<file path="config.mk">
export PLATFORM = sky130hd
export DESIGN_NAME = dcpid_state
export DESIGN_NICKNAME = d
export VERILOG_FILES = /design/src/dual_channel_pid_controller_core_defines.svh /design/src/dcpid_pkg.sv /design/src/dcpid_state.sv
export SDC_FILE = /design/constraint.sdc
export NUM_CORES = 1
export LEC_CHECK = 0
export BUFFER_PORTS_ARGS = -buffer_cell sky130_fd_sc_hd__buf_2
export CORE_ASPECT_RATIO = 0.5
export CORE_MARGIN = 2
export CORE_UTILIZATION = 45
export CTS_BUF_LIST = sky130_fd_sc_hd__clkbuf_8 sky130_fd_sc_hd__clkbuf_16
export CTS_CLUSTER_DIAMETER = 30
export DETAILED_ROUTE_END_ITERATION = 10
export PLACE_DENSITY_LB_ADDON = 0.25
export SLEW_MARGIN = 15
export SYNTH_ARGS = -nofsm -noshare
export SYNTH_HDL_FRONTEND = slang
export SYNTH_SLANG_ARGS = --single-unit
</file>
<file path="constraint.sdc">
create_clock -name clk_i -period 9.7 [get_ports clk_i]
set_clock_uncertainty 0.15 [all_clocks]
set_input_delay 0.97 -clock clk_i [delete_from_list [all_inputs] [get_ports clk_i]]
set_output_delay 0.97 -clock clk_i [all_outputs]
set_load 0.01 [all_outputs]
</file>
<file path="src/dual_channel_pid_controller_core_defines.svh">
// Assertion helpers shared by the controller RTL.
// Each macro expects clk_i and rst_ni to be visible where it is used.
`ifndef DUAL_CHANNEL_PID_CONTROLLER_CORE_DEFINES_SVH
`define DUAL_CHANNEL_PID_CONTROLLER_CORE_DEFINES_SVH

// Same-cycle implication.
`define DCPID_ASSERT_IMPLY(label, ante, cons, msg) \
  label: assert property (@(posedge clk_i) disable iff (!rst_ni) (ante) |-> (cons)) \
    else $error(msg);

// Next-cycle implication.
`define DCPID_ASSERT_NEXT(label, ante, cons, msg) \
  label: assert property (@(posedge clk_i) disable iff (!rst_ni) (ante) |=> (cons)) \
    else $error(msg);

`endif

</file>
<file path="src/dcpid_pkg.sv">
package dcpid_pkg;

  // Number of control channels with their own integral and previous error.
  localparam int Channels = 2;
  localparam int ChanIdxW = (Channels > 1) ? $clog2(Channels) : 1;

  typedef logic [ChanIdxW-1:0] chan_idx_t;

  localparam int FracBits = 16;
  localparam int PeriodMs = 500;
  localparam int LimitInt = 100;

  localparam logic signed [23:0] DriveMax = 24'(LimitInt * (1 << FracBits));
  localparam logic signed [23:0] DriveMin = -DriveMax;

  // Derivative scaling divides by PeriodMs * 2^FracBits. The power-of-two part
  // (2^FracBits * 4) is a shift; the odd remainder 125 is done by a reciprocal.
  localparam int DivShift   = FracBits + 2;
  localparam int DivOdd     = PeriodMs / 4;
  localparam int DivNumW    = 64 - DivShift;
  localparam int RecipShift = DivNumW + 7;
  localparam logic [63:0] DivRecip =
      ((64'd1 << RecipShift) + 64'(DivOdd - 1)) / 64'(DivOdd);
  localparam logic [22:0] RecipHi = DivRecip[46:24];
  localparam logic [23:0] RecipLo = DivRecip[23:0];

  // Configuration register indexes.
  typedef enum logic [1:0] {
    RegSetpoint  = 2'd0,
    RegGainProp  = 2'd1,
    RegGainInteg = 2'd2,
    RegGainDeriv = 2'd3
  } cfg_reg_e;

  localparam logic signed [31:0] SetpointRst  = 32'sd0;
  localparam logic signed [31:0] GainPropRst  = 32'sd32768;
  localparam logic signed [31:0] GainIntegRst = 32'sd3277;
  localparam logic signed [31:0] GainDerivRst = 32'sd2621440;

  // Error stage result.
  typedef struct packed {
    logic signed [32:0] err;
    logic signed [23:0] integ;
    logic [32:0]        dmag;
    logic               dneg;
  } s1_t;

  // Product stage result.
  typedef struct packed {
    logic signed [64:0] prod_p;
    logic signed [55:0] prod_i;
    logic [63:0]        prod_d;
    logic               dneg;
  } s2_t;

  // Scaled terms, ready to be summed.
  typedef struct packed {
    logic signed [48:0] term_p;
    logic signed [48:0] term_i;
    logic [39:0]        dquot;
    logic               dneg;
  } s4_t;

endpackage

</file>
<file path="src/dcpid_state.sv">
module dcpid_state (
  input  logic               clk_i,
  input  logic               rst_ni,
  input  logic               load_i,
  input  logic               channel_i,
  input  logic signed [31:0] measured_i,
  input  logic signed [31:0] setpoint_i,
  output dcpid_pkg::s1_t     s1_o
);

  logic signed [23:0] integ_q [dcpid_pkg::Channels];
  logic signed [32:0] perr_q  [dcpid_pkg::Channels];

  dcpid_pkg::chan_idx_t idx;
  logic signed [32:0]   err;
  logic signed [33:0]   isum;
  logic signed [23:0]   integ_new;
  logic signed [33:0]   delta;
  logic [33:0]          dabs;
  dcpid_pkg::s1_t       s1_d, s1_q;

  always_comb begin
    // A channel number beyond the last channel is served by the last one.
    if (int'(channel_i) >= dcpid_pkg::Channels) begin
      idx = dcpid_pkg::chan_idx_t'(dcpid_pkg::Channels - 1);
    end else begin
      idx = dcpid_pkg::chan_idx_t'(channel_i);
    end

    err  = {setpoint_i[31], setpoint_i} - {measured_i[31], measured_i};
    isum = {{10{integ_q[idx][23]}}, integ_q[idx]} + {err[32], err};

    if (isum > dcpid_pkg::DriveMax) begin
      integ_new = dcpid_pkg::DriveMax;
    end else if (isum < dcpid_pkg::DriveMin) begin
      integ_new = dcpid_pkg::DriveMin;
    end else begin
      integ_new = isum[23:0];
    end

    delta = {err[32], err} - {perr_q[idx][32], perr_q[idx]};
    dabs  = delta[33] ? -delta : delta;

    s1_d.err   = err;
    s1_d.integ = integ_new;
    s1_d.dmag  = dabs[32:0];
    s1_d.dneg  = delta[33];
  end

  always_ff @(posedge clk_i or negedge rst_ni) begin
    if (!rst_ni) begin
      for (int i = 0; i < dcpid_pkg::Channels; i++) begin
        integ_q[i] <= '0;
        perr_q[i]  <= '0;
      end
    end else if (load_i) begin
      integ_q[idx] <= integ_new;
      perr_q[idx]  <= err;
    end
  end

  always_ff @(posedge clk_i) begin
    if (load_i) begin
      s1_q <= s1_d;
    end
  end

  assign s1_o = s1_q;

endmodule

</file>
==> results.toml <==
[run_status]
run_status = "completed"

[floorplanning]
ioPinCount = 159
rows = 47
die_w_um = 263
dieHeight_um = 133
start_util_pct = 45.6
die_area_um2 = 35000
coreArea_um2 = 33000

[yosys]
ys_async_sr_fraction_pct = 55.6
ys_warn_count = 0
ys_top_cells_by_area = "dfrtp_1, edfxtp_1, ha_1"
yosysTopAreaCellShare_pct = 19.0
synth_commonest_cells = "nand2_1, dfrtp_1, o21ai_0"
yosysMostFrequentCell = "nand2_1"
synth_edf_count = 91
synth_ff_type = "dfrtp_1"
yosys.area.top_type = "dfrtp_1"
netlist_area_um2 = 15100
seq_area_frac_synth_pct = 37.1
synth_area_per_cell_um2 = 8.88
synth_nets = 1865
netlist_instances = 1695
ys_ff_latch = 205
synth_cell_types = 80

[clock_tree]
cts_tree = "done"
ctsResizeCount = 0
root_buffer = "clkbuf_16"
post_cts_buffers = 0
postCtsHoldBufs = 0
htree_levels = 2
cts_buffer_depth = 3
cts.clk_slew.worst_paths_ns = 0.06
clock_latency_ns = 0.53
cts.sinks = 205
numCtsBuffers = 34

[detailed_routing]
wl_per_cell_um = 18.1
drt_iter0_drc = 1190
ant_nets = 0
vias = 13100
viasPerCell = 5.71
drc = 0
drt-total-wl_mm = 41.4
drtPass1Iterations = 5

[placed_design]
dp.cells = 2232
gp_congestion = 0.919
place_area_um2 = 16200
hpwl_mm = 30.4
dp_slack_ns = 1.50
portBuffers = 158

[final_layout]
syn_to_final_growth_pct = 15.2
stdcell_count = 2293
fill_cells = 3129
seq_area_um2 = 5590
final_nets = 1997
diodes = 0
multiInputGateArea_um2 = 8810
drive_gt1_share_pct = 15.7
postLayoutCellArea_um2 = 17300
utilization_pct = 52.6

[timing]
rsz0062_at_grt = "false"
worstMarginPinSlew_ns = 1.04
slew-limit-headroom_pct = 30.8
final.period_utilization_pct = 80.4
final_hold_viol_count = 0
slew_viol_final = 0
setup_tns_ns = 0
layout_setup_ws_ns = 1.90
fin_crit_ns = 7.80
fmax_mhz = 128
hold_ws_ns = 0.298
setup-violations-final = 0

[critical_path]
crit_path_end_kind = "flop"
cp.arrival_ns = 8.03
crit_type = "primary input to flop"
required_ns = 9.93
reg2reg_slack_ns = 3.69
critPathMaxFanout = 13
startpoint_type = "primary input"

[min_path]
hp-class = "primary input to asynchronous set/reset pin"

[power_and_ir_drop]
p_comb_share_pct = 51.3
clkPwrFrac_pct = 23.5
swShare_pct = 42.6
power_density_nw_per_um2 = 287
p_total_mw = 4.97
p_sw_mw = 2.12
cellLeakagePower_nw = 7.78
seqPwrFrac_pct = 25.1
ir_drop_mv = 0.141
internal_power_mw = 2.85

[global_route]
top_usage_layer = "met1"
use_met3_pct = 4.66
grt_pass1_vias = 12000
grtUsageMet2_pct = 32.5
grt_pass1_wl_mm = 65.5
gr-usage-all-layers_pct = 23.3
grt_overflow = 0
grt_use_met1_pct = 36.5
grt_max_degree = 101
antenna_found_initial = 0

[flow_run]
maxCapViolCount = 0
[worst max-delay path, cell delays in order]
cell and delay [ns]:
buf_2 0.09, inv_1 0.04, ha_1 0.15, inv_1 0.05, fa_1 0.40, a21o_1 0.19, a21oi_1 0.26, o21ai_0 0.14
a21oi_1 0.24, o21a_1 0.15, o21ba_2 0.13, xor2_1 0.28, inv_1 0.18, ha_1 0.45, a2111o_1 0.19, nor2_1 0.04
a211oi_1 0.65, o2bb2ai_1 0.34, or4b_1 0.52, nor4_1 0.31, a41oi_1 0.20, o2111a_1 0.28, or4_4 0.55, nor4_2 0.27
buf_4 0.23, mux2i_1 0.31, buf_4 0.30, nor2_1 0.11
[path summary, 6_finish.rpt]
kind / from / cells past startpoint / to
max in group asynchronous: rst_ni / 2 / perr_q[20]
worst max-delay path: setpoint_i[0] / 28 / s1_o[39]
min in group clk_i: integ_q[47] / 2 / integ_q[47]
worst min register to register: integ_q[47] / 2 / integ_q[47]
worst min-delay path: rst_ni / 1 / integ_q[36]
worst max register to register: integ_q[24] / 17 / s1_o[39]
[layout by cell type (no fill, tap or decap), drive strengths merged, types with 19 or more instances in the layout]
cell type  instances
a211oi            21
dfrtp            114
o21a              22
xor2              48
nor2             105
nand3             71
clkbuf            37
a21o              44
or3               19
xnor2             53
nand4             37
mux2i             36
buf              172
a21oi             95
inv              113
nor2b             23
nor3              23
nand2            206
edfxtp            91
o21ai            114
ha                99
mux2              26
o211ai            40
[cells by family after synthesis]
| logic type | Yosys count | share of synthesized area (%) |
|---|---|---|
| buffers and inverters | 179 | 4.51 |
| AND/OR/NAND/NOR | 586 | 19.1 |
| XOR/XNOR | 101 | 5.88 |
| AO/OA/AOI/OAI | 460 | 20.4 |
| flip-flops | 205 | 37.1 |
| adder cells (fa/ha/maj) | 102 | 8.63 |
| multiplexers | 62 | 4.34 |
[final cells by class]
| class | instances | share of cell area [%] |
|---|---|---|
| clock buffer | 37 | 5.21 |
| timing repair buffer | 172 | 5.20 |
| multi-input combinational | 1311 | 50.8 |
| clock inverter | 24 | 1.16 |
| sequential | 205 | 32.2 |
| inverter | 103 | 2.23 |
| tap | 441 | 3.18 |
[power by group through the flow]
stage                     Clock (mW)  Sequential (mW)  Combinational (mW)
after floorplan                    0             1.31                1.81
after global placement             0             1.27                2.49
after detailed placement           0             1.27                2.50
after CTS                       1.19             1.25                2.52
after global routing            1.23             1.27                2.82
final                           1.17             1.25                2.55
[sequential cells by signal, indices dropped and copies added, names as in the netlist]
| signal | flops |
|---|---|
| s1_o | 91 |
| perr_q | 66 |
| integ_q | 48 |
[layer usage]
metal / vias to the layer above / wire length, µm
met2: 397 / 16600
met3: 53 / 2770
li1: 6476 / -
met5: - / 0
met1: 6176 / 21300
met4: 0 / 739
Note: power is estimated with default switching activity, not from simulation.
