**src/dual_channel_pid_controller_core_defines.svh**
```systemverilog
// Assertion helpers shared by the controller RTL.
// Each macro expects clk_i and rst_ni to be visible where it is used.
`ifndef DUAL_CHANNEL_PID_CONTROLLER_CORE_DEFINES_SVH
`define DUAL_CHANNEL_PID_CONTROLLER_CORE_DEFINES_SVH

// Same-cycle implication.
`define DCPID_ASSERT_IMPLY(label, ante, cons, msg) \
  label: assert property (@(posedge clk_i) disable iff (!rst_ni) (ante) |-> (cons)) \
    else $error(msg);

// Next-cycle implication.
`define DCPID_ASSERT_NEXT(label, ante, cons, msg) \
  label: assert property (@(posedge clk_i) disable iff (!rst_ni) (ante) |=> (cons)) \
    else $error(msg);

`endif

```
**src/dcpid_pkg.sv**
```systemverilog
package dcpid_pkg;

  // Number of control channels with their own integral and previous error.
  localparam int Channels = 2;
  localparam int ChanIdxW = (Channels > 1) ? $clog2(Channels) : 1;

  typedef logic [ChanIdxW-1:0] chan_idx_t;

  localparam int FracBits = 16;
  localparam int PeriodMs = 500;
  localparam int LimitInt = 100;

  localparam logic signed [23:0] DriveMax = 24'(LimitInt * (1 << FracBits));
  localparam logic signed [23:0] DriveMin = -DriveMax;

  // Derivative scaling divides by PeriodMs * 2^FracBits. The power-of-two part
  // (2^FracBits * 4) is a shift; the odd remainder 125 is done by a reciprocal.
  localparam int DivShift   = FracBits + 2;
  localparam int DivOdd     = PeriodMs / 4;
  localparam int DivNumW    = 64 - DivShift;
  localparam int RecipShift = DivNumW + 7;
  localparam logic [63:0] DivRecip =
      ((64'd1 << RecipShift) + 64'(DivOdd - 1)) / 64'(DivOdd);
  localparam logic [22:0] RecipHi = DivRecip[46:24];
  localparam logic [23:0] RecipLo = DivRecip[23:0];

  // Configuration register indexes.
  typedef enum logic [1:0] {
    RegSetpoint  = 2'd0,
    RegGainProp  = 2'd1,
    RegGainInteg = 2'd2,
    RegGainDeriv = 2'd3
  } cfg_reg_e;

  localparam logic signed [31:0] SetpointRst  = 32'sd0;
  localparam logic signed [31:0] GainPropRst  = 32'sd32768;
  localparam logic signed [31:0] GainIntegRst = 32'sd3277;
  localparam logic signed [31:0] GainDerivRst = 32'sd2621440;

  // Error stage result.
  typedef struct packed {
    logic signed [32:0] err;
    logic signed [23:0] integ;
    logic [32:0]        dmag;
    logic               dneg;
  } s1_t;

  // Product stage result.
  typedef struct packed {
    logic signed [64:0] prod_p;
    logic signed [55:0] prod_i;
    logic [63:0]        prod_d;
    logic               dneg;
  } s2_t;

  // Scaled terms, ready to be summed.
  typedef struct packed {
    logic signed [48:0] term_p;
    logic signed [48:0] term_i;
    logic [39:0]        dquot;
    logic               dneg;
  } s4_t;

endpackage

```
**src/dcpid_scale.sv**
```systemverilog
module dcpid_scale (
  input  logic           clk_i,
  input  logic           load3_i,
  input  logic           load4_i,
  input  dcpid_pkg::s2_t s2_i,
  output dcpid_pkg::s4_t s4_o
);

  typedef struct packed {
    logic signed [48:0] term_p;
    logic signed [48:0] term_i;
    logic [45:0]        pp_hh;
    logic [46:0]        pp_hl;
    logic [45:0]        pp_lh;
    logic [46:0]        pp_ll;
    logic               dneg;
  } s3_t;

  logic [64:0]    pbias;
  logic [63:0]    xi, ibias;
  logic [45:0]    num;
  logic [92:0]    dsum;
  s3_t            s3_d, s3_q;
  dcpid_pkg::s4_t s4_d, s4_q;

  // Truncation toward zero: negative values get 2^16 - 1 added before the shift.
  always_comb begin
    pbias = s2_i.prod_p + (s2_i.prod_p[64] ? 65'((1 << dcpid_pkg::FracBits) - 1) : 65'd0);
    xi    = {{8{s2_i.prod_i[55]}}, s2_i.prod_i} * 64'(dcpid_pkg::PeriodMs);
    ibias = xi + (xi[63] ? 64'((1 << dcpid_pkg::FracBits) - 1) : 64'd0);

    num = s2_i.prod_d[63:dcpid_pkg::DivShift];

    s3_d.term_p = pbias[64:dcpid_pkg::FracBits];
    s3_d.term_i = {ibias[63], ibias[63:dcpid_pkg::FracBits]};
    s3_d.pp_hh  = num[45:23] * dcpid_pkg::RecipHi;
    s3_d.pp_hl  = num[45:23] * dcpid_pkg::RecipLo;
    s3_d.pp_lh  = num[22:0] * dcpid_pkg::RecipHi;
    s3_d.pp_ll  = num[22:0] * dcpid_pkg::RecipLo;
    s3_d.dneg   = s2_i.dneg;
  end

  always_ff @(posedge clk_i) begin
    if (load3_i) begin
      s3_q <= s3_d;
    end
  end

  // Reassemble the reciprocal product; its top bits are the exact quotient.
  always_comb begin
    dsum = 93'({s3_q.pp_hh, 47'd0}) + 93'({s3_q.pp_hl, 23'd0})
         + 93'({s3_q.pp_lh, 24'd0}) + 93'(s3_q.pp_ll);

    s4_d.term_p = s3_q.term_p;
    s4_d.term_i = s3_q.term_i;
    s4_d.dquot  = dsum[92:dcpid_pkg::RecipShift];
    s4_d.dneg   = s3_q.dneg;
  end

  always_ff @(posedge clk_i) begin
    if (load4_i) begin
      s4_q <= s4_d;
    end
  end

  assign s4_o = s4_q;

endmodule

```
**config.mk**
```make
export PLATFORM = sky130hd
export DESIGN_NAME = dcpid_scale
export DESIGN_NICKNAME = d
export VERILOG_FILES = /design/src/dual_channel_pid_controller_core_defines.svh /design/src/dcpid_pkg.sv /design/src/dcpid_scale.sv
export SDC_FILE = /design/constraint.sdc
export NUM_CORES = 2
export LEC_CHECK = 0
export BUFFER_PORTS_ARGS = -buffer_cell sky130_fd_sc_hd__buf_2
export CORE_MARGIN = 4
export CORE_UTILIZATION = 60
export CTS_BUF_LIST = sky130_fd_sc_hd__clkbuf_16
export DETAILED_ROUTE_END_ITERATION = 8
export PLACE_DENSITY = 0.79
export SETUP_SLACK_MARGIN = 0.5
export SYNTH_ARGS = -nofsm -noshare
export SYNTH_HDL_FRONTEND = slang
export SYNTH_SLANG_ARGS = --single-unit
export TNS_END_PERCENT = 30
```
**constraint.sdc**
```tcl
create_clock -name clk_i -period 24.5 [get_ports clk_i]
set_input_delay 2.45 -clock clk_i [delete_from_list [all_inputs] [get_ports clk_i]]
set_output_delay 2.45 -clock clk_i [all_outputs]
set_load 0.01 [all_outputs]
```
==> key figures <==
Clocking
  – Bufs on Longest Clock Path: 3
  – Worst-path clk slew: 0.06 ns
  – Setup Buffers After CTS: 0
  – H-tree depth: 2
  – Clk_lat worst skew: 0.64 ns
  – Root buf cell: clkbuf_16
  – CTS tree: built
  – CTS Buf Count: 47
  – Clk sinks: 392
  – # hold bufs at CTS: 0
  – CTS resizes: 0

Global route
  – Grt ovf: 0
  – Vias in the first global route: 43012
  – Largest net degree at the start of global routing: 73
  – First-pass GRT wire length: 229000 microns
  – Overall routing resource usage: 28.6%
  – Initial antenna violation count: 9

Routing
  – Router iterations before antenna repair: 5
  – 1st-iter DRT viols: 2141
  – Vias: 39902
  – Vias per cell: 5.64
  – DRC: 0
  – Average routed wire per standard cell: 20.2 microns
  – Final ANT Viol Nets: 0
  – Routed WL: 143000 microns

STA
  – Post-layout min period: 11.64 ns
  – Setup_tns: 0 ns
  – FMAX: 85.9 MHz
  – Max-slew headroom: 22.9%
  – Final setup viols: 0
  – Max-slew violation count: 0
  – Slew @ Worst Pin: 1.13 ns
  – Final hold vios: 0
  – Final Skew: 0.0321 ns
  – RSZ-0062 raised after global routing: no
  – Final period utilization: 47.5%

Synthesis
  – Synth Area in Adders: 52.8%
  – Mux contribution to synthesized area: 0.139%
  – Area fraction in compound gates after synthesis: 7.34%
  – Simple-gate share of the synthesized area: 6.34%
  – Main synth FF type: edfxtp_1
  – Synth Area in XOR/XNOR: 4.51%
  – Asr flop ratio synth: 0%
  – Syn_nets: 7546
  – Distinct cells, synth: 81
  – Post-synth EDFFs: 392
  – Top cells by area, synth: fa_1 30%, ha_1 22%, edfxtp_1 20%, inv_1 8.6%, xnor2_1 3.2%
  – Main combinational cell family by area after synthesis: adder cells
  – Avg Inst Size Synth: 10.8 sq um
  – Synth area leader: fa_1
  – Flops & latches, synth: 392
  – Synth top area share: 30.5%
  – Synthesized area: 58700 sq um
  – Synthesis Warnings: 0
  – Sequential area share after synthesis: 20.1%
  – Cells after Synth: 5418

Floorplanning
  – Row cnt: 114
  – Die ar.: 103000 sq um
  – Die Width: 321 microns
  – Initial core utilization: 60.6%
  – Core ar.: 96900 sq um
  – Top Ports: 328
  – DIE HEIGHT: 321 microns

Setup path
  – R2R Path End: s4_o[32]
  – Worst-path maximum fanout: 8
  – Startpoint Class: input pin
  – Critical R2R Launch: s3_q[141]
  – CP required: 24.84 ns
  – Worst setup path category: in2reg
  – Crit. End Element: flop
  – Worst setup endpoint: s3_q[228]
  – Worst setup startpoint: s2_i[67]
  – Reg2Reg Setup Slack: 18.89 ns
  – Crit path arrival time: 11.98 ns
  – Cell count of the worst reg-to-reg path: 16

Finish
  – Synth-to-layout area growth: 7.99%
  – Final net count: 7880
  – Non-Filler Instances: 7072
  – Most frequent cells in the layout: 1351 x inv_1, 1045 x ha_1, 894 x fa_1, 392 x edfxtp_1, 307 x buf_2
  – Share of cells above drive strength 1: 7.26%
  – Most common cell after layout, fill and taps aside: inv_1

Place
  – Final HPWL DP: 120000 microns
  – Placed cells: 6979
  – Port buffer count: 309
  – RePlAce Congestion: 0.966

Status
  – Status: completed

Run
  – Max cap viols: 0

Min path
  – Worst min-delay path class: reg2reg
critical path, cell delays in order:
cell	delay, ns
buf_2	0.16
inv_1	0.12
fa_1	0.59
fa_1	0.46
fa_1	0.49
fa_1	0.53
inv_1	0.05
ha_1	0.32
o211ai_1	0.10
a21oi_1	0.39
o211ai_1	0.27
a31oi_1	0.51
a41o_1	0.47
a21oi_1	0.14
xnor2_1	0.14
buf_4	0.21
ha_1	0.31
a211oi_1	0.06
o21ai_0	0.17
a31oi_1	0.15
nor3b_1	0.93
a21oi_1	0.08
or4_1	0.84
nor4_2	0.58
nand4_1	0.39
nor4_2	0.61
nand4b_1	0.19
xor2_1	0.20
Yosys cell counts (5+ instances only):
library cell and n:
a2111oi_0 11, a211o_1 15, a211oi_1 29, a21boi_0 7, a21o_1 91, a21oi_1 230
a221oi_1 5, a311oi_1 6, a31oi_1 17, a41oi_1 5, and2_1 21, and3_1 49
and4_1 17, buf_2 8, clkbuf_1 22, edfxtp_1 392, fa_1 894, ha_1 1045
inv_1 1344, mux2i_1 7, nand2_1 167, nand2b_1 34, nand3_1 76, nand4_1 42
nor2_1 158, nor2b_1 37, nor3_1 57, nor3b_1 7, nor4_1 13, o2111ai_1 5
o211ai_1 20, o21a_1 33, o21ai_0 109, o21bai_1 23, o311a_1 6, o31ai_1 9
or2_2 9, or3_1 15, or4_1 5, xnor2_1 213, xor2_1 89
worst min path at each step:
stage | startpoint | endpoint | depth (start not counted) | slack [ns]
floorplan | s3_q[0] | s4_o[0] | 0 | 0.40
global route | s3_q[261] | s4_o[115] | 0 | 0.42
CTS | s3_q[199] | s4_o[53] | 0 | 0.42
detailed placement | s3_q[231] | s4_o[85] | 0 | 0.40
finish | s3_q[199] | s4_o[53] | 0 | 0.41
global placement | s3_q[229] | s4_o[83] | 0 | 0.40
flip-flops by register name (all words and copies together), names as in the netlist:
register	cells
s3_q	254
s4_o	138
per-layer routing:
| layer | GRT usage, % | wire (microns) | vias up |
|---|---|---|---|
| met3 | 4.59 | 8070 | 375 |
| met4 | 12.7 | 7320 | 0 |
| met1 | 36.9 | 58100 | 19932 |
| li1 | - | - | 18440 |
| met5 | 0 | 0 | - |
| met2 | 48.1 | 69100 | 1155 |
area by class of cell:
class,instances,area [sq um]
Multi-Input combinational cell,3647,41700
Fill cell,7437,33500
Sequential cell,392,11800
Inverter,1345,5050
Timing Repair Buffer,319,1640
Tap cell,1276,1600
Clock buffer,48,1200
Clock inverter,38,377
Antenna cell,7,17.5
logic make-up after synthesis:
| group | Yosys count |
|---|---|
| AOI/OAI and AO/OA | 670 |
| xor gates and xnor gates | 302 |
| adders and majority gates | 1939 |
| buffers and inverters | 1379 |
| DFF | 392 |
| muxes | 8 |
| and+or+nand+nor | 728 |
stage by stage:
step           utilization, %  worst slack (ns)  instance area (sq um)  hold WS [ns]
2_1_floorplan               -             14.66                  58700         0.400
3_3_place_gp             63.8             12.76                  61800         0.400
3_5_place_dp             63.8             12.48                  61800         0.405
4_1_cts                  65.4             13.10                  63400         0.415
5_1_grt                  65.4             12.52                  63400         0.419
6_report                 65.4             12.86                  63400         0.414
Power is not shown: default switching activity piles up to over one toggle a cycle in this logic, so the estimate is an artifact.
